[src/rtl/core/tcm_pkg.sv]
// Shared types, constants and the fade curve for the crossfading tube multiplexer.
// Used by every other file in rtl/core but tcm_ram; has no dependencies of its own.
package tcm_pkg;

  // Digit positions and field widths.
  localparam int DIGIT_COUNT  = 4;
  localparam int CURVE_LENGTH = 128;
  localparam int IDX_W        = 2;
  localparam int VAL_W        = 8;
  localparam int CODE_W       = 4;
  localparam int TIME_W       = 6;
  localparam int STEP_W       = 7;
  localparam int ADDR_W       = (DIGIT_COUNT > 1) ? $clog2(DIGIT_COUNT) : 1;
  localparam int FLASH_BIT    = 7;

  localparam logic [TIME_W-1:0] FULL_TIME  = 6'h3F;
  localparam logic [CODE_W-1:0] BLANK_CODE = 4'hA;
  localparam logic [VAL_W-1:0]  BLANK_VAL  = 8'h0A;

  // Command codes.
  localparam logic CMD_SET     = 1'b0;
  localparam logic CMD_SERVICE = 1'b1;

  // Per-digit sequencing mode.
  typedef enum logic [3:0] {
    MODE_STEADY = 4'b0001,
    MODE_CROSS  = 4'b0010,
    MODE_FOUT   = 4'b0100,
    MODE_FIN    = 4'b1000
  } mode_t;

  // One entry of the digit state memory.
  typedef struct packed {
    mode_t             mode;
    logic [VAL_W-1:0]  shown;
    logic [VAL_W-1:0]  target;
    logic [STEP_W-1:0] step;
  } dstate_t;

  // One lit segment on the output.
  typedef struct packed {
    logic [IDX_W-1:0]  tube;
    logic [CODE_W-1:0] code;
    logic [TIME_W-1:0] on_time;
    logic              last;
  } seg_t;

  // Everything a single service produces.
  typedef struct packed {
    seg_t seg0;
    seg_t seg1;
    logic two;
  } slot_t;

  localparam dstate_t DSTATE_RESET = '{
    mode:   MODE_STEADY,
    shown:  BLANK_VAL,
    target: BLANK_VAL,
    step:   '0
  };
  localparam logic [VAL_W-1:0] REQ_RESET = '0;

  // Fade curve, falling from full brightness to zero.
  localparam logic [TIME_W-1:0] CURVE [128] = '{
    6'h3F, 6'h3E, 6'h3E, 6'h3E, 6'h3E, 6'h3E, 6'h3E, 6'h3E,
    6'h3E, 6'h3E, 6'h3D, 6'h3D, 6'h3D, 6'h3D, 6'h3D, 6'h3D, 6'h3D, 6'h3D,
    6'h3D, 6'h3C, 6'h3C, 6'h3C, 6'h3C, 6'h3C, 6'h3C, 6'h3C, 6'h3C, 6'h3B,
    6'h3B, 6'h3B, 6'h3B, 6'h3B, 6'h3B, 6'h3B, 6'h3A, 6'h3A, 6'h3A, 6'h3A,
    6'h3A, 6'h3A, 6'h3A, 6'h39, 6'h39, 6'h39, 6'h39, 6'h39, 6'h39, 6'h39,
    6'h38, 6'h38, 6'h38, 6'h38, 6'h38, 6'h38, 6'h37, 6'h37, 6'h37, 6'h37,
    6'h37, 6'h36, 6'h36, 6'h36, 6'h36, 6'h36, 6'h36, 6'h35, 6'h35, 6'h35,
    6'h35, 6'h34, 6'h34, 6'h34, 6'h34, 6'h34, 6'h33, 6'h33, 6'h33, 6'h33,
    6'h32, 6'h32, 6'h32, 6'h31, 6'h31, 6'h31, 6'h31, 6'h30, 6'h30, 6'h30,
    6'h2F, 6'h2F, 6'h2F, 6'h2E, 6'h2E, 6'h2E, 6'h2D, 6'h2D, 6'h2D, 6'h2C,
    6'h2C, 6'h2B, 6'h2B, 6'h2A, 6'h2A, 6'h29, 6'h29, 6'h28, 6'h28, 6'h27,
    6'h26, 6'h26, 6'h25, 6'h24, 6'h24, 6'h23, 6'h22, 6'h21, 6'h20, 6'h1F,
    6'h1D, 6'h1C, 6'h1B, 6'h19, 6'h17, 6'h14, 6'h12, 6'h0E, 6'h09, 6'h00
  };

  // Curve lookup; steps at or past the end of the curve read as zero.
  function automatic logic [TIME_W-1:0] curve_at(input logic [STEP_W-1:0] step);
    logic [TIME_W-1:0] d;
    d = CURVE[step];
    if (int'(step) >= CURVE_LENGTH - 1) begin
      d = '0;
    end
    return d;
  endfunction

endpackage

[src/rtl/core/tcm_in_if.sv]
// Command channel: valid/ready handshake carrying one command beat.
// Depends on tcm_pkg for field widths.
interface tcm_in_if;
  logic                         valid;
  logic                         ready;
  logic                         cmd;
  logic [tcm_pkg::IDX_W-1:0]    digit_index;
  logic [tcm_pkg::VAL_W-1:0]    value;

  modport source (output valid, output cmd, output digit_index, output value, input ready);
  modport sink   (input valid, input cmd, input digit_index, input value, output ready);
endinterface

[src/rtl/core/tcm_out_if.sv]
// Segment channel: valid/ready handshake carrying one lit segment per beat.
// Depends on tcm_pkg for field widths.
interface tcm_out_if;
  logic                         valid;
  logic                         ready;
  logic [tcm_pkg::IDX_W-1:0]    tube_index;
  logic [tcm_pkg::CODE_W-1:0]   digit_code;
  logic [tcm_pkg::TIME_W-1:0]   on_time;
  logic                         last;

  modport source (output valid, output tube_index, output digit_code, output on_time,
                  output last, input ready);
  modport sink   (input valid, input tube_index, input digit_code, input on_time,
                  input last, output ready);
endinterface

[src/rtl/core/tcm_ram.sv]
// Generic single-write, single-read synchronous RAM with registered read data.
// No package dependencies.
module tcm_ram #(
  parameter int WIDTH = 8,
  parameter int DEPTH = 4,
  parameter int AW    = 2
) (
  input  logic             clk,
  input  logic             we,
  input  logic [AW-1:0]    waddr,
  input  logic [WIDTH-1:0] wdata,
  input  logic             re,
  input  logic [AW-1:0]    raddr,
  output logic [WIDTH-1:0] rdata
);

  logic [WIDTH-1:0] mem [DEPTH];

  // Write port.
  always_ff @(posedge clk) begin
    if (we) begin
      mem[waddr] <= wdata;
    end
  end

  // Read port with registered data; returns the old data on a same-address write.
  always_ff @(posedge clk) begin
    if (re) begin
      rdata <= mem[raddr];
    end
  end

endmodule

[src/rtl/core/tcm_slot_eng.sv]
// Next-state and segment logic for one digit service slot.
// Depends on tcm_pkg for the state layout and the fade curve.
module tcm_slot_eng (
  input  tcm_pkg::dstate_t               st_cur,
  input  logic [tcm_pkg::VAL_W-1:0]      req,
  input  logic [tcm_pkg::IDX_W-1:0]      tube,
  output tcm_pkg::dstate_t               st_nxt,
  output tcm_pkg::slot_t                 slot
);

  logic [tcm_pkg::TIME_W-1:0] d;
  logic [tcm_pkg::TIME_W-1:0] rest;
  logic                       d_zero;

  assign d      = tcm_pkg::curve_at(st_cur.step);
  assign rest   = tcm_pkg::FULL_TIME - d;
  assign d_zero = (d == '0);

  // Advance the digit's mode and build its one or two segments.
  always_comb begin
    st_nxt           = st_cur;
    st_nxt.step      = st_cur.step + 1'b1;
    slot.two         = 1'b1;
    slot.seg0.tube   = tube;
    slot.seg0.code   = st_cur.shown[tcm_pkg::CODE_W-1:0];
    slot.seg0.on_time = d;
    slot.seg0.last   = 1'b0;
    slot.seg1.tube   = tube;
    slot.seg1.code   = tcm_pkg::BLANK_CODE;
    slot.seg1.on_time = rest;
    slot.seg1.last   = 1'b1;
    case (st_cur.mode)
      tcm_pkg::MODE_CROSS: begin
        if (d_zero) begin
          st_nxt.shown = st_cur.target;
          st_nxt.mode  = tcm_pkg::MODE_STEADY;
          st_nxt.step  = '0;
        end
        slot.seg0.code = st_nxt.shown[tcm_pkg::CODE_W-1:0];
        slot.seg1.code = st_cur.target[tcm_pkg::CODE_W-1:0];
      end
      tcm_pkg::MODE_FOUT: begin
        if (d_zero) begin
          st_nxt.mode       = tcm_pkg::MODE_FIN;
          st_nxt.shown      = st_cur.target;
          st_nxt.step       = '0;
          slot.two          = 1'b0;
          slot.seg0.code    = tcm_pkg::BLANK_CODE;
          slot.seg0.on_time = tcm_pkg::FULL_TIME;
          slot.seg0.last    = 1'b1;
        end
      end
      tcm_pkg::MODE_FIN: begin
        if (d_zero) begin
          st_nxt.mode = (st_cur.shown != st_cur.target) ? tcm_pkg::MODE_CROSS
                                                        : tcm_pkg::MODE_FOUT;
          st_nxt.step       = '0;
          slot.two          = 1'b0;
          slot.seg0.on_time = tcm_pkg::FULL_TIME;
          slot.seg0.last    = 1'b1;
        end else begin
          slot.seg0.code = tcm_pkg::BLANK_CODE;
          slot.seg1.code = st_cur.shown[tcm_pkg::CODE_W-1:0];
        end
      end
      default: begin
        // Steady: pick up a new request and start a fade toward it.
        st_nxt.step = st_cur.step;
        if (st_cur.target != req) begin
          st_nxt.target = req;
          st_nxt.mode   = req[tcm_pkg::FLASH_BIT] ? tcm_pkg::MODE_FOUT
                                                  : tcm_pkg::MODE_CROSS;
          st_nxt.step   = '0;
        end
        slot.two          = 1'b0;
        slot.seg0.on_time = tcm_pkg::FULL_TIME;
        slot.seg0.last    = 1'b1;
      end
    endcase
  end

endmodule

[src/rtl/core/tcm_out_buf.sv]
// Two-segment output register that hands segments out one beat at a time.
// Depends on tcm_pkg and tcm_out_if.
module tcm_out_buf (
  input  logic            clk,
  input  logic            rst_n,
  input  logic            load,
  input  tcm_pkg::slot_t  slot,
  output logic            can_load,
  tcm_out_if.source       out_bus
);

  tcm_pkg::seg_t seg0_r;
  tcm_pkg::seg_t seg1_r;
  logic [1:0]    cnt_r;
  logic [1:0]    cnt_nxt;
  logic          pop;

  assign pop      = out_bus.valid && out_bus.ready;
  assign can_load = (cnt_r == 2'd0) || ((cnt_r == 2'd1) && pop);

  // Count of segments still held.
  always_comb begin
    cnt_nxt = cnt_r;
    if (load) begin
      cnt_nxt = slot.two ? 2'd2 : 2'd1;
    end else if (pop) begin
      cnt_nxt = cnt_r - 2'd1;
    end
  end

  always_ff @(posedge clk) begin
    if (!rst_n) begin
      cnt_r <= 2'd0;
    end else begin
      cnt_r <= cnt_nxt;
    end
  end

  // Segment payload: load a fresh pair, or shift the second one forward.
  always_ff @(posedge clk) begin
    if (load) begin
      seg0_r <= slot.seg0;
      seg1_r <= slot.seg1;
    end else if (pop) begin
      seg0_r <= seg1_r;
    end
  end

  assign out_bus.valid      = (cnt_r != 2'd0);
  assign out_bus.tube_index = seg0_r.tube;
  assign out_bus.digit_code = seg0_r.code;
  assign out_bus.on_time    = seg0_r.on_time;
  assign out_bus.last       = seg0_r.last;

endmodule

[src/rtl/core/tube_crossfade_multiplexer_top.sv]
// Top level of the crossfading tube multiplexer.
// Depends on tcm_pkg, tcm_in_if, tcm_out_if, tcm_ram, tcm_slot_eng and tcm_out_buf.
//
// Usage:
//   in_bus carries commands. A set beat (cmd 0) stores a requested value for
//   the digit counted from the other end and produces no output. A service
//   beat (cmd 1) runs one display slot of the addressed digit and produces
//   one or two segment beats on out_bus; the final one has last set.
//   Beats addressing a position beyond the digit count are dropped.
//   A service's first segment is offered from the output register once the
//   slot computed in stage 1 is loaded there. A service holds stage 1 until
//   the two-segment output register is empty or its final segment is being
//   taken; that register is the limit. Set beats go at one per cycle unless a
//   waiting service holds stage 1. Digit state is read from RAM at the
//   accepting edge and written back as its slot loads, with back-to-back forwarding.
//   Reset: all digits come up steady and blank with zero requests; per-entry
//   valid bits stand in for the RAM contents, so no clearing pass is needed.
//   When out_bus stalls, the held segments wait and in_bus drops ready once
//   a service beat is waiting for the output register.
module tube_crossfade_multiplexer_top (
  input  logic       clk,
  input  logic       rst_n,
  tcm_in_if.sink     in_bus,
  tcm_out_if.source  out_bus
);

  localparam int AW = tcm_pkg::ADDR_W;
  localparam int DC = tcm_pkg::DIGIT_COUNT;

  // Stage-1 command register.
  logic                        s1_valid_r;
  logic                        s1_cmd_r;
  logic [tcm_pkg::IDX_W-1:0]   s1_idx_r;
  logic [tcm_pkg::VAL_W-1:0]   s1_val_r;
  logic                        s1_in_range_r;
  logic [AW-1:0]               s1_addr;
  logic                        s1_service;
  logic                        s1_done;
  logic                        in_acc;
  logic                        in_range;
  logic [AW-1:0]               in_addr;

  // Memory ports and forwarding.
  tcm_pkg::dstate_t            st_q;
  tcm_pkg::dstate_t            st_cur;
  tcm_pkg::dstate_t            st_nxt;
  tcm_pkg::dstate_t            st_fwd_r;
  logic                        st_fwd_hit_r;
  logic                        st_we;
  logic [DC-1:0]               st_vld_r;
  logic [tcm_pkg::VAL_W-1:0]   rq_q;
  logic [tcm_pkg::VAL_W-1:0]   rq_cur;
  logic [tcm_pkg::VAL_W-1:0]   rq_fwd_r;
  logic                        rq_fwd_hit_r;
  logic                        rq_we;
  logic [AW-1:0]               rq_waddr;
  logic [DC-1:0]               rq_vld_r;

  tcm_pkg::slot_t              slot;
  logic                        can_load;

  // Input handshake and address decode.
  assign in_range     = int'(in_bus.digit_index) < DC;
  assign in_addr      = AW'(in_bus.digit_index);
  assign s1_addr      = AW'(s1_idx_r);
  assign s1_service   = (s1_cmd_r == tcm_pkg::CMD_SERVICE) && s1_in_range_r;
  assign s1_done      = s1_valid_r && (!s1_service || can_load);
  assign in_bus.ready = !s1_valid_r || s1_done;
  assign in_acc       = in_bus.valid && in_bus.ready;

  always_ff @(posedge clk) begin
    if (!rst_n) begin
      s1_valid_r <= 1'b0;
    end else if (in_bus.ready) begin
      s1_valid_r <= in_bus.valid;
    end
  end

  always_ff @(posedge clk) begin
    if (in_acc) begin
      s1_cmd_r      <= in_bus.cmd;
      s1_idx_r      <= in_bus.digit_index;
      s1_val_r      <= in_bus.value;
      s1_in_range_r <= in_range;
    end
  end

  // Write-back enables; set commands go to the mirrored position.
  assign st_we    = s1_valid_r && s1_service && can_load;
  assign rq_we    = s1_valid_r && (s1_cmd_r == tcm_pkg::CMD_SET) && s1_in_range_r;
  assign rq_waddr = AW'(DC - 1 - int'(s1_idx_r));

  // Digit state and request memories.
  tcm_ram #(.WIDTH($bits(tcm_pkg::dstate_t)), .DEPTH(DC), .AW(AW)) u_state_ram (
    .clk   (clk),
    .we    (st_we),
    .waddr (s1_addr),
    .wdata (st_nxt),
    .re    (in_acc),
    .raddr (in_addr),
    .rdata (st_q)
  );

  tcm_ram #(.WIDTH(tcm_pkg::VAL_W), .DEPTH(DC), .AW(AW)) u_req_ram (
    .clk   (clk),
    .we    (rq_we),
    .waddr (rq_waddr),
    .wdata (s1_val_r),
    .re    (in_acc),
    .raddr (in_addr),
    .rdata (rq_q)
  );

  // Capture a write that lands on the entry being read in the same cycle.
  always_ff @(posedge clk) begin
    if (!rst_n) begin
      st_fwd_hit_r <= 1'b0;
      rq_fwd_hit_r <= 1'b0;
    end else if (in_acc) begin
      st_fwd_hit_r <= st_we && (s1_addr == in_addr);
      rq_fwd_hit_r <= rq_we && (rq_waddr == in_addr);
    end
  end

  always_ff @(posedge clk) begin
    if (in_acc) begin
      st_fwd_r <= st_nxt;
      rq_fwd_r <= s1_val_r;
    end
  end

  // Entries never written read as their reset values.
  always_ff @(posedge clk) begin
    if (!rst_n) begin
      st_vld_r <= '0;
      rq_vld_r <= '0;
    end else begin
      if (st_we) begin
        st_vld_r[s1_addr] <= 1'b1;
      end
      if (rq_we) begin
        rq_vld_r[rq_waddr] <= 1'b1;
      end
    end
  end

  always_comb begin
    st_cur = tcm_pkg::DSTATE_RESET;
    if (st_fwd_hit_r) begin
      st_cur = st_fwd_r;
    end else if (st_vld_r[s1_addr]) begin
      st_cur = st_q;
    end
  end

  always_comb begin
    rq_cur = tcm_pkg::REQ_RESET;
    if (rq_fwd_hit_r) begin
      rq_cur = rq_fwd_r;
    end else if (rq_vld_r[s1_addr]) begin
      rq_cur = rq_q;
    end
  end

  // Slot computation and output register.
  tcm_slot_eng u_eng (
    .st_cur (st_cur),
    .req    (rq_cur),
    .tube   (s1_idx_r),
    .st_nxt (st_nxt),
    .slot   (slot)
  );

  tcm_out_buf u_out (
    .clk      (clk),
    .rst_n    (rst_n),
    .load     (st_we),
    .slot     (slot),
    .can_load (can_load),
    .out_bus  (out_bus)
  );

`ifndef NO_ASSERTIONS
  // A completed service always leaves a segment on the output.
  a_service_emits: assert property (@(posedge clk) disable iff (!rst_n)
    st_we |=> out_bus.valid)
    else $error("service completed without an output segment");

  // Input is held off only by a service waiting on the output register.
  a_stall_cause: assert property (@(posedge clk) disable iff (!rst_n)
    !in_bus.ready |-> (s1_valid_r && s1_service && !can_load))
    else $error("input stalled without a waiting service");

  // A slot writes either the state memory or the request memory, never both.
  a_one_writer: assert property (@(posedge clk) disable iff (!rst_n)
    !(st_we && rq_we))
    else $error("state and request written by one beat");
`endif

endmodule
[src/flat_wrapper.sv]
// flat-port wrapper written by rule: the top's interface ports become plain ports
module tube_crossfade_multiplexer_top_flat 
  (clk, rst_n, in_bus_valid, in_bus_cmd, in_bus_digit_index, in_bus_value, in_bus_ready, out_bus_valid, out_bus_tube_index, out_bus_digit_code, out_bus_on_time, out_bus_last, out_bus_ready);
  tcm_in_if in_bus_i ();
  tcm_out_if out_bus_i ();
  input  logic clk;
  input  logic rst_n;
  input wire logic [$bits(in_bus_i.valid)-1:0] in_bus_valid;
  input wire logic [$bits(in_bus_i.cmd)-1:0] in_bus_cmd;
  input wire logic [$bits(in_bus_i.digit_index)-1:0] in_bus_digit_index;
  input wire logic [$bits(in_bus_i.value)-1:0] in_bus_value;
  output wire logic [$bits(in_bus_i.ready)-1:0] in_bus_ready;
  output wire logic [$bits(out_bus_i.valid)-1:0] out_bus_valid;
  output wire logic [$bits(out_bus_i.tube_index)-1:0] out_bus_tube_index;
  output wire logic [$bits(out_bus_i.digit_code)-1:0] out_bus_digit_code;
  output wire logic [$bits(out_bus_i.on_time)-1:0] out_bus_on_time;
  output wire logic [$bits(out_bus_i.last)-1:0] out_bus_last;
  input wire logic [$bits(out_bus_i.ready)-1:0] out_bus_ready;
  assign in_bus_i.valid = in_bus_valid;
  assign in_bus_i.cmd = in_bus_cmd;
  assign in_bus_i.digit_index = in_bus_digit_index;
  assign in_bus_i.value = in_bus_value;
  assign in_bus_ready = in_bus_i.ready;
  assign out_bus_valid = out_bus_i.valid;
  assign out_bus_tube_index = out_bus_i.tube_index;
  assign out_bus_digit_code = out_bus_i.digit_code;
  assign out_bus_on_time = out_bus_i.on_time;
  assign out_bus_last = out_bus_i.last;
  assign out_bus_i.ready = out_bus_ready;
  tube_crossfade_multiplexer_top u_core (.clk(clk), .rst_n(rst_n), .in_bus(in_bus_i), .out_bus(out_bus_i));
endmodule
[config.mk]
export PLATFORM = sky130hd
export DESIGN_NAME = tube_crossfade_multiplexer_top_flat
export DESIGN_NICKNAME = d
export VERILOG_FILES = /design/src/rtl/core/tcm_pkg.sv /design/src/rtl/core/tcm_in_if.sv /design/src/rtl/core/tcm_out_if.sv /design/src/rtl/core/tcm_ram.sv /design/src/rtl/core/tcm_slot_eng.sv /design/src/rtl/core/tcm_out_buf.sv /design/src/rtl/core/tube_crossfade_multiplexer_top.sv /design/src/flat_wrapper.sv
export SDC_FILE = /design/constraint.sdc
export NUM_CORES = 1
export LEC_CHECK = 0
export BUFFER_PORTS_ARGS = -buffer_cell sky130_fd_sc_hd__buf_2
export CORE_ASPECT_RATIO = 1.1
export CORE_UTILIZATION = 60
export CTS_CLUSTER_DIAMETER = 120
export DETAILED_ROUTE_END_ITERATION = 10
export GPL_TIMING_DRIVEN = 0
export PLACE_DENSITY = 0.86
export SLEW_MARGIN = 20
export SYNTH_ARGS = -nofsm -noshare
export SYNTH_HDL_FRONTEND = slang
export SYNTH_SLANG_ARGS = --single-unit
[constraint.sdc]
create_clock -name clk -period 5.15 [get_ports clk]
set_input_delay 0 -clock clk [delete_from_list [all_inputs] [get_ports clk]]
set_output_delay 0 -clock clk [all_outputs]
set_load 0.03 [all_outputs]
### Word-level counts from Yosys, hierarchy flattened

Memories as Yosys holds them, arrays and structs flattened. A register that Yosys moved wholly into a read port is not among the register bits.
Index checks and enable logic that the tools add are counted.

| cells by class | value |
|---|---|
| $add $sub $neg | 4 |
| order comparisons | 6 |
| eq/ne operators | 8 |
| muxes and demuxes | 45 |
| bitwise operators | 4 |
| reductions and logical operators | 22 |

Operator list:

| cell | count |
|---|---|
| 2-to-1 mux 27 bit | 2 |
| 2-to-1 mux 13 bit | 2 |
| 2-to-1 mux 12 bit | 2 |
| 2-to-1 mux 8 bit | 3 |
| case mux 4 bit (3 select lines) | 2 |
| 2-to-1 mux 7 bit | 3 |
| case mux 7 bit (3 select lines) | 1 |
| 2-to-1 mux 6 bit | 3 |
| 2-to-1 mux 4 bit | 4 |
| != test 8 bit | 2 |
| case mux 8 bit (2 select lines) | 1 |
| 2-to-1 mux 15 bit | 1 |
| logical AND 1 bit | 11 |
| 2-to-1 mux 11 bit | 1 |
| 2-to-1 mux 1 bit | 9 |
| greater-or-equal comparator 8 bit (second input constant) | 1 |
| inverter 7 -> 8 bit | 1 |
| bitwise OR 4 bit | 2 |
| case mux 4 bit (2 select lines) | 1 |
| adder 7 x 1 -> 7 bit (second input constant) | 1 |
| greater-or-equal comparator 7 bit (second input constant) | 1 |
| zero test 6 bit | 1 |
| less-than comparator 2 x 3 -> 1 bit (second input constant) | 2 |
| 2-to-1 mux 2 bit | 3 |
| 20 further kinds | 29 |

| word-level totals | value |
|---|---|
| register bits | 84 |
| RAM bits | 140 |
| bits in read-only memories | 768 |
| input bits | 15 |
| output and inout port bits | 15 |
| memories | 3 |

Memory list:

| memory | depth | width | read ports | clocked after memory_dff | write ports | line | source |
|---|---|---|---|---|---|---|---|
| (name not given) | 128 | 6 | 1 | 0 | 0 | tcm_pkg.sv:83 | `d = CURVE[step];` |
| u_core.u_state_ram.mem | 4 | 27 | 1 | 1 | 1 | tcm_ram.sv:17 | `logic [WIDTH-1:0] mem [DEPTH];` |
| u_core.u_req_ram.mem | 4 | 8 | 1 | 1 | 1 | tcm_ram.sv:17 |  |

### Depth between registers and ports, before layout

| depth | value |
|---|---|
| word-level depth | 14 |
| gate-level depth with buffers | 18 |
| mapped depth without buffers | 16 |

### Cells and area by module

Synthesis repeated with hierarchy kept, for this count alone.

| second synthesis, totals | value |
|---|---|
| cells, all modules | 697 |
| area total of the unflattened synthesis | 11464.7 um2 |

Modules (own cells, without submodules):

| module | instances | cells an instance | area an instance (um2) | seq. area each (um2) |
|---|---|---|---|---|
| tcm_ram (u_core.u_state_ram) | 1 | 172 | 4785.8 | 4053.9 |
| tube_crossfade_multiplexer_top | 1 | 157 | 2328.5 | 1601.5 |
| tcm_slot_eng | 1 | 254 | 1833.0 | 0.0 |
| tcm_ram (u_core.u_req_ram) | 1 | 54 | 1428.9 | 1201.2 |
| tcm_out_buf | 1 | 60 | 1088.5 | 820.8 |

### Least setup slack after synthesis

Ideal clock, no wire load.

| path | value |
|---|---|
| kind | reg-to-reg |
| from | register u_core.s1_idx_r (netlist bit u_core.s1_addr[0]) |
| to | register u_core.st_fwd_r[5] (netlist bit), data pin |
| arrival time | 3.761 ns |
| required time | 4.907 ns |
| slack | 1.146 ns |
| cell stages (with the launch flop) | 17 |
| cell sequence | edfxtp_1 buf_6 mux2_4 a22o_1 buf_6 a22oi_2 inv_2 ha_1 inv_1 ha_1 and3_1 a21oi_1 o221a_2 a311oi_2 nor4_4 or2_1 o32ai_1 |

RTL lines:

| element | line | source |
|---|---|---|
| from (decl) | tube_crossfade_multiplexer_top.sv:33 | `logic [tcm_pkg::IDX_W-1:0] s1_idx_r;` |
| from (signal assigned) | tube_crossfade_multiplexer_top.sv:82 | `s1_idx_r <= in_bus.digit_index;` |
| to (signal assigned) | tube_crossfade_multiplexer_top.sv:127 | `st_fwd_r <= st_nxt;` |
| to (decl) | tube_crossfade_multiplexer_top.sv:47 | `tcm_pkg::dstate_t st_fwd_r;` |

==> results.md <==
Floorplan:
- The floorplan row count is 52.
- During I/O placement, the number of pins put on the boundary was 30.
- The initial utilization of the core area, before any placement, comes to 61.9%.
- After floorplanning, the core was sized to cover 18600 sq um.
- The overall die area is 19700 sq um.
- The die is 134 microns wide.
- From bottom edge to top edge, the die measures 147 microns.

Synth:
- The area share of xor/xnor cells in the synthesized design is 1.45%.
- Counting distinct cell types in the post-synthesis netlist gives 78.
- After technology mapping, the gate count stands at 746.
- Counting flops with an async set or reset pin after synthesis yields a share of 0%.
- Summing the sequential cell areas from Yosys gives 66.4% of the chip area.
- In the post-synthesis netlist, the biggest area contributors are edfxtp_1 64%, mux4_2 7.2%, dfxtp_1 2.3%, mux2i_1 2.3%, ha_1 1.5%.
- Yosys mapped a number of flops with a built-in enable equal to 246.
- Synthesis produced a netlist with a net count of 775.
- In this run the cell area of the synthesized design comes to 11500 sq um.
- The leading register cell type out of synthesis is edfxtp_1.
- Averaged over all synthesized cells, the footprint is 15.4 sq um.
- Summing the areas of all compound-gate instances in the mapped netlist gives 10.4% of the synthesized area.
- The portion of synthesized area spent on multiplexers is 9.92%.
- Yosys printed 0 warnings.
- By count the netlist is led by 246 x edfxtp_1, 41 x nor2_1, 37 x mux4_2, 37 x nand2_1, 26 x mux2i_1.
- The synthesized design contains 259 register bits.
- The largest family of logic cells by synthesized area is compound AO/OA/AOI/OAI gates.
- The fraction of post-synthesis cell area in the top cell type by area is 64.2%.
- The most common cell in the synthesized netlist is edfxtp_1.
- Of the total synthesized cell area, the portion taken by full adders, half adders and majority gates is 1.52%.
- The cell type contributing the most total cell area after synthesis is edfxtp_1.
- The simple logic cell fraction of the synthesized area is 7.98%.

Clock tree:
- The TritonCTS sink count is 259.
- TritonCTS built the clock tree.
- The clock edge transition at the registers on the reported setup and hold paths is 0.06 ns.
- CTS built an H-tree with a depth of 1.
- At the later pin of the worst-skew pair, clock insertion delay measures 0.54 ns.
- Counting the buffers created by CTS gives 25.
- The maximum buffer depth of the clock tree is 3.
- The clock root buffer is clkbuf_16.

STA:
- The time the final worst path needs with I/O delays and setup is 4.86 ns.
- The count of final hold-check violations is 0.
- The clock tree skew after final layout is 0.0134 ns.
- Setup violations remaining at the end of the flow were counted as 0.
- The transition at the pin with the smallest max-transition slack is 1.08 ns.
- Measured against its own limit, the worst slew margin works out to 27.9%.
- Setup repair after global routing left no endpoint under its margin.
- The top achievable clock speed is 206 MHz.
- Adding up every negative setup slack in the final design gives 0 ns.
- Dividing the final minimum period by the clock period gives 94.4%.
- The max-slew violation count came to 0.

Power:
- The worst IR drop on VDD is 0.495 mV.
- The leakage power is 4.37 nW.
- The power after layout is 4.72 mW.
- For this design the ratio of total power to cell area is 358 nW/um^2.

Placement:
- The weighted congestion reported at the end of routability-driven placement is 0.889.
- The number of port buffers is 29.
- Once detailed placement completed, the half-perimeter wirelength came to 17000 microns.

GRT:
- For this run the aggregate overflow at the end of global routing stands at 0.
- Entering global routing, the biggest net connects 60 pins.
- The first global-routing pass estimated 40100 microns of wire.
- Across every metal layer, demand over resource in global routing totals 27.2%.
- The initial antenna violation count is 0.
- The via count of the first global-routing pass was 7070.

Setup path:
- Along the worst path, the maximum fanout reaches 10.
- The critical path data required time is 5.40 ns.
- The worst setup path is of the reg -> reg kind.
- The worst endpoint data arrival time is 5.12 ns.
- The worst setup path is captured at a flop.
- The worst setup path is launched from a flop.

Routing:
- The routed wire length per instance is 23.9 microns.
- The met3 wirelength from detailed routing is 1800 microns.
- In the final routing, the length of wire on met1 measures 10400 microns.
- The total DRC errors in the routed layout is 0.
- The detailed route wirelength on metal2 is 13000 microns.
- For this block, the initial DRC count from the detailed router was 751.
- The post-detailed-route count of antenna-violating nets is 0.
- The highest routed metal layer is met4.
- After detailed routing, the number of vias per cell comes to 6.52.
- Across all layers, the routed design uses 7075 vias.
- The first detailed-routing pass ran for 5 iterations.
- The total routed wirelength is 25900 microns.

Cells and area:
- The post-route netlist has 20.1% of its cells at a drive strength greater than 1.
- Fill cells in the final layout number 1177.
- From synthesis to final layout, the design area changed by 14.5%.
- The final layout contains 852 nets.
- The diode insertion count for antenna repair is 0.

Flow run:
- Across the run, the number of max-cap violations was 0.

Run status:
- The flow ran to the end, and the final reports show no timing, DRC or antenna violations.

Min path:
- The worst hold path class is in -> reg.
-- placed cells by master, fill, tap and decap left out, drive strengths merged, types with 5 or more instances in the layout --
cell	Yosys	routed
buf	22	58
dfxtp	13	13
ha	14	14
o21ai	23	23
mux4	37	37
nor2	41	41
o21a	9	9
nor3	7	7
inv	19	21
xnor2	19	19
a211oi	5	5
nand3	8	8
nor4	5	5
a22oi	25	25
mux2i	26	26
clkbuf	15	49
a32o	5	5
or2	8	8
bufinv	0	5
clkinv	1	5
nor2b	24	24
dlygate4sd3	0	14
nand2b	16	16
o22ai	6	6
edfxtp	246	246
o211ai	7	7
o31ai	9	9
a21oi	20	20
and2	5	5
nand2	38	38
-- timing repair --
item,4_1_cts,5_1_grt
gates resized for setup,0,1
buffers inserted,0,0
hold buffers,14,0
setup endpoints to repair,0,5
hold endpoints to repair,15,0
-- worst paths after layout --
kind | startpoint | end | slack, ns | cells past startpoint
min reg2reg | u_core.rq_vld_r[0] | u_core.rq_vld_r[0] | 0.48 | 1
max reg2reg | u_core.s1_addr[0] | u_core.u_state_ram.mem[2][3] | 0.29 | 17
min | out_bus_ready | u_core.u_out.cnt_r[1] | 0.04 | 4
max | u_core.s1_addr[0] | u_core.u_state_ram.mem[2][3] | 0.29 | 17
-- registers in the layout (all words and copies together), names as in the netlist --
| signal | cells |
|---|---|
| u_core.st_fwd_hit_r | 1 |
| u_core.s1_cmd_r | 1 |
| u_core.u_req_ram.rdata | 8 |
| u_core.st_vld_r | 4 |
| u_core.s1_val_r | 8 |
| u_core.u_out.cnt_r | 2 |
| u_core.rq_fwd_hit_r | 1 |
| u_core.s1_valid_r | 1 |
| u_core.s1_addr | 2 |
| u_core.rq_fwd_r | 8 |
| u_core.u_out.out_bus.on_time | 6 |
| u_core.rq_vld_r | 4 |
| u_core.u_out.out_bus.tube_index | 2 |
| u_core.u_req_ram.mem | 32 |
| u_core.st_fwd_r | 27 |
| u_core.u_state_ram.mem | 108 |
| u_core.u_out.out_bus.digit_code | 4 |
| u_core.u_state_ram.rdata | 27 |
| u_core.u_out.seg1_r | 12 |
| u_core.u_out.out_bus.last | 1 |
-- metal layers --
layer	vias to the layer above	global-route usage (%)
li1	3117	-
met1	3536	36.6
met2	360	45.8
met3	62	3.28
met4	0	9.83
met5	-	0
-- cell type report --
type                       instances  area, sq um  area share (%)
inverter                          20         78.8           0.598
buffer                            37          190            1.44
clock inverter                    12          209            1.58
timing repair buffer              50          418            3.17
tap                              243          304            2.31
sequential                       259         7650            58.0
multi-input combinational        430         3640            27.6
clock buffer                      34          699            5.30
-- worst max-delay path, cell delays in order, from the launching register on --
cell,delay [ns]
edfxtp_1,0.49
buf_6,0.22
mux2_4,0.36
a22o_1,0.28
buf_6,0.18
a22oi_2,0.37
inv_2,0.15
ha_1,0.26
inv_1,0.11
ha_1,0.23
and3_1,0.18
a21oi_1,0.04
o221a_2,0.28
a311oi_2,0.36
nor4_4,0.14
buf_6,0.18
o31a_1,0.28
o21ai_1,0.46
-- per-stage QoR --
stage	cells	setup WS (ns)	instance area, sq um	hold WS [ns]	util [%]
final	1085	0.287	13200	0.0436	70.9
after global routing	1085	0.0369	13200	0.0901	70.9
after global placement	1018	0.0926	12000	0.178	64.3
after CTS	1085	0.213	13200	0.0255	70.8
after floorplan	746	1.15	11500	0.0989	-
after detailed placement	1025	0.261	12100	0.178	65.2
-- report_power, final --
group	total, mW	switching [mW]	internal [mW]
registers	2.42	0.0354	2.39
clock network	1.98	0.766	1.21
logic	0.315	0.203	0.113
-- cells by family (layout without fill, tap and decap cells) --
| family | after synthesis | in the layout |
|---|---|---|
| AO/OA/AOI/OAI | 156 | 156 |
| AND/OR/NAND/NOR | 174 | 174 |
| buffers and inverters | 57 | 153 |
| XOR/XNOR | 19 | 19 |
| multiplexers | 67 | 67 |
| adder cells (fa/ha/maj) | 14 | 14 |
| flip-flops | 259 | 259 |
No activity file was read; power rests on OpenSTA's default activity.
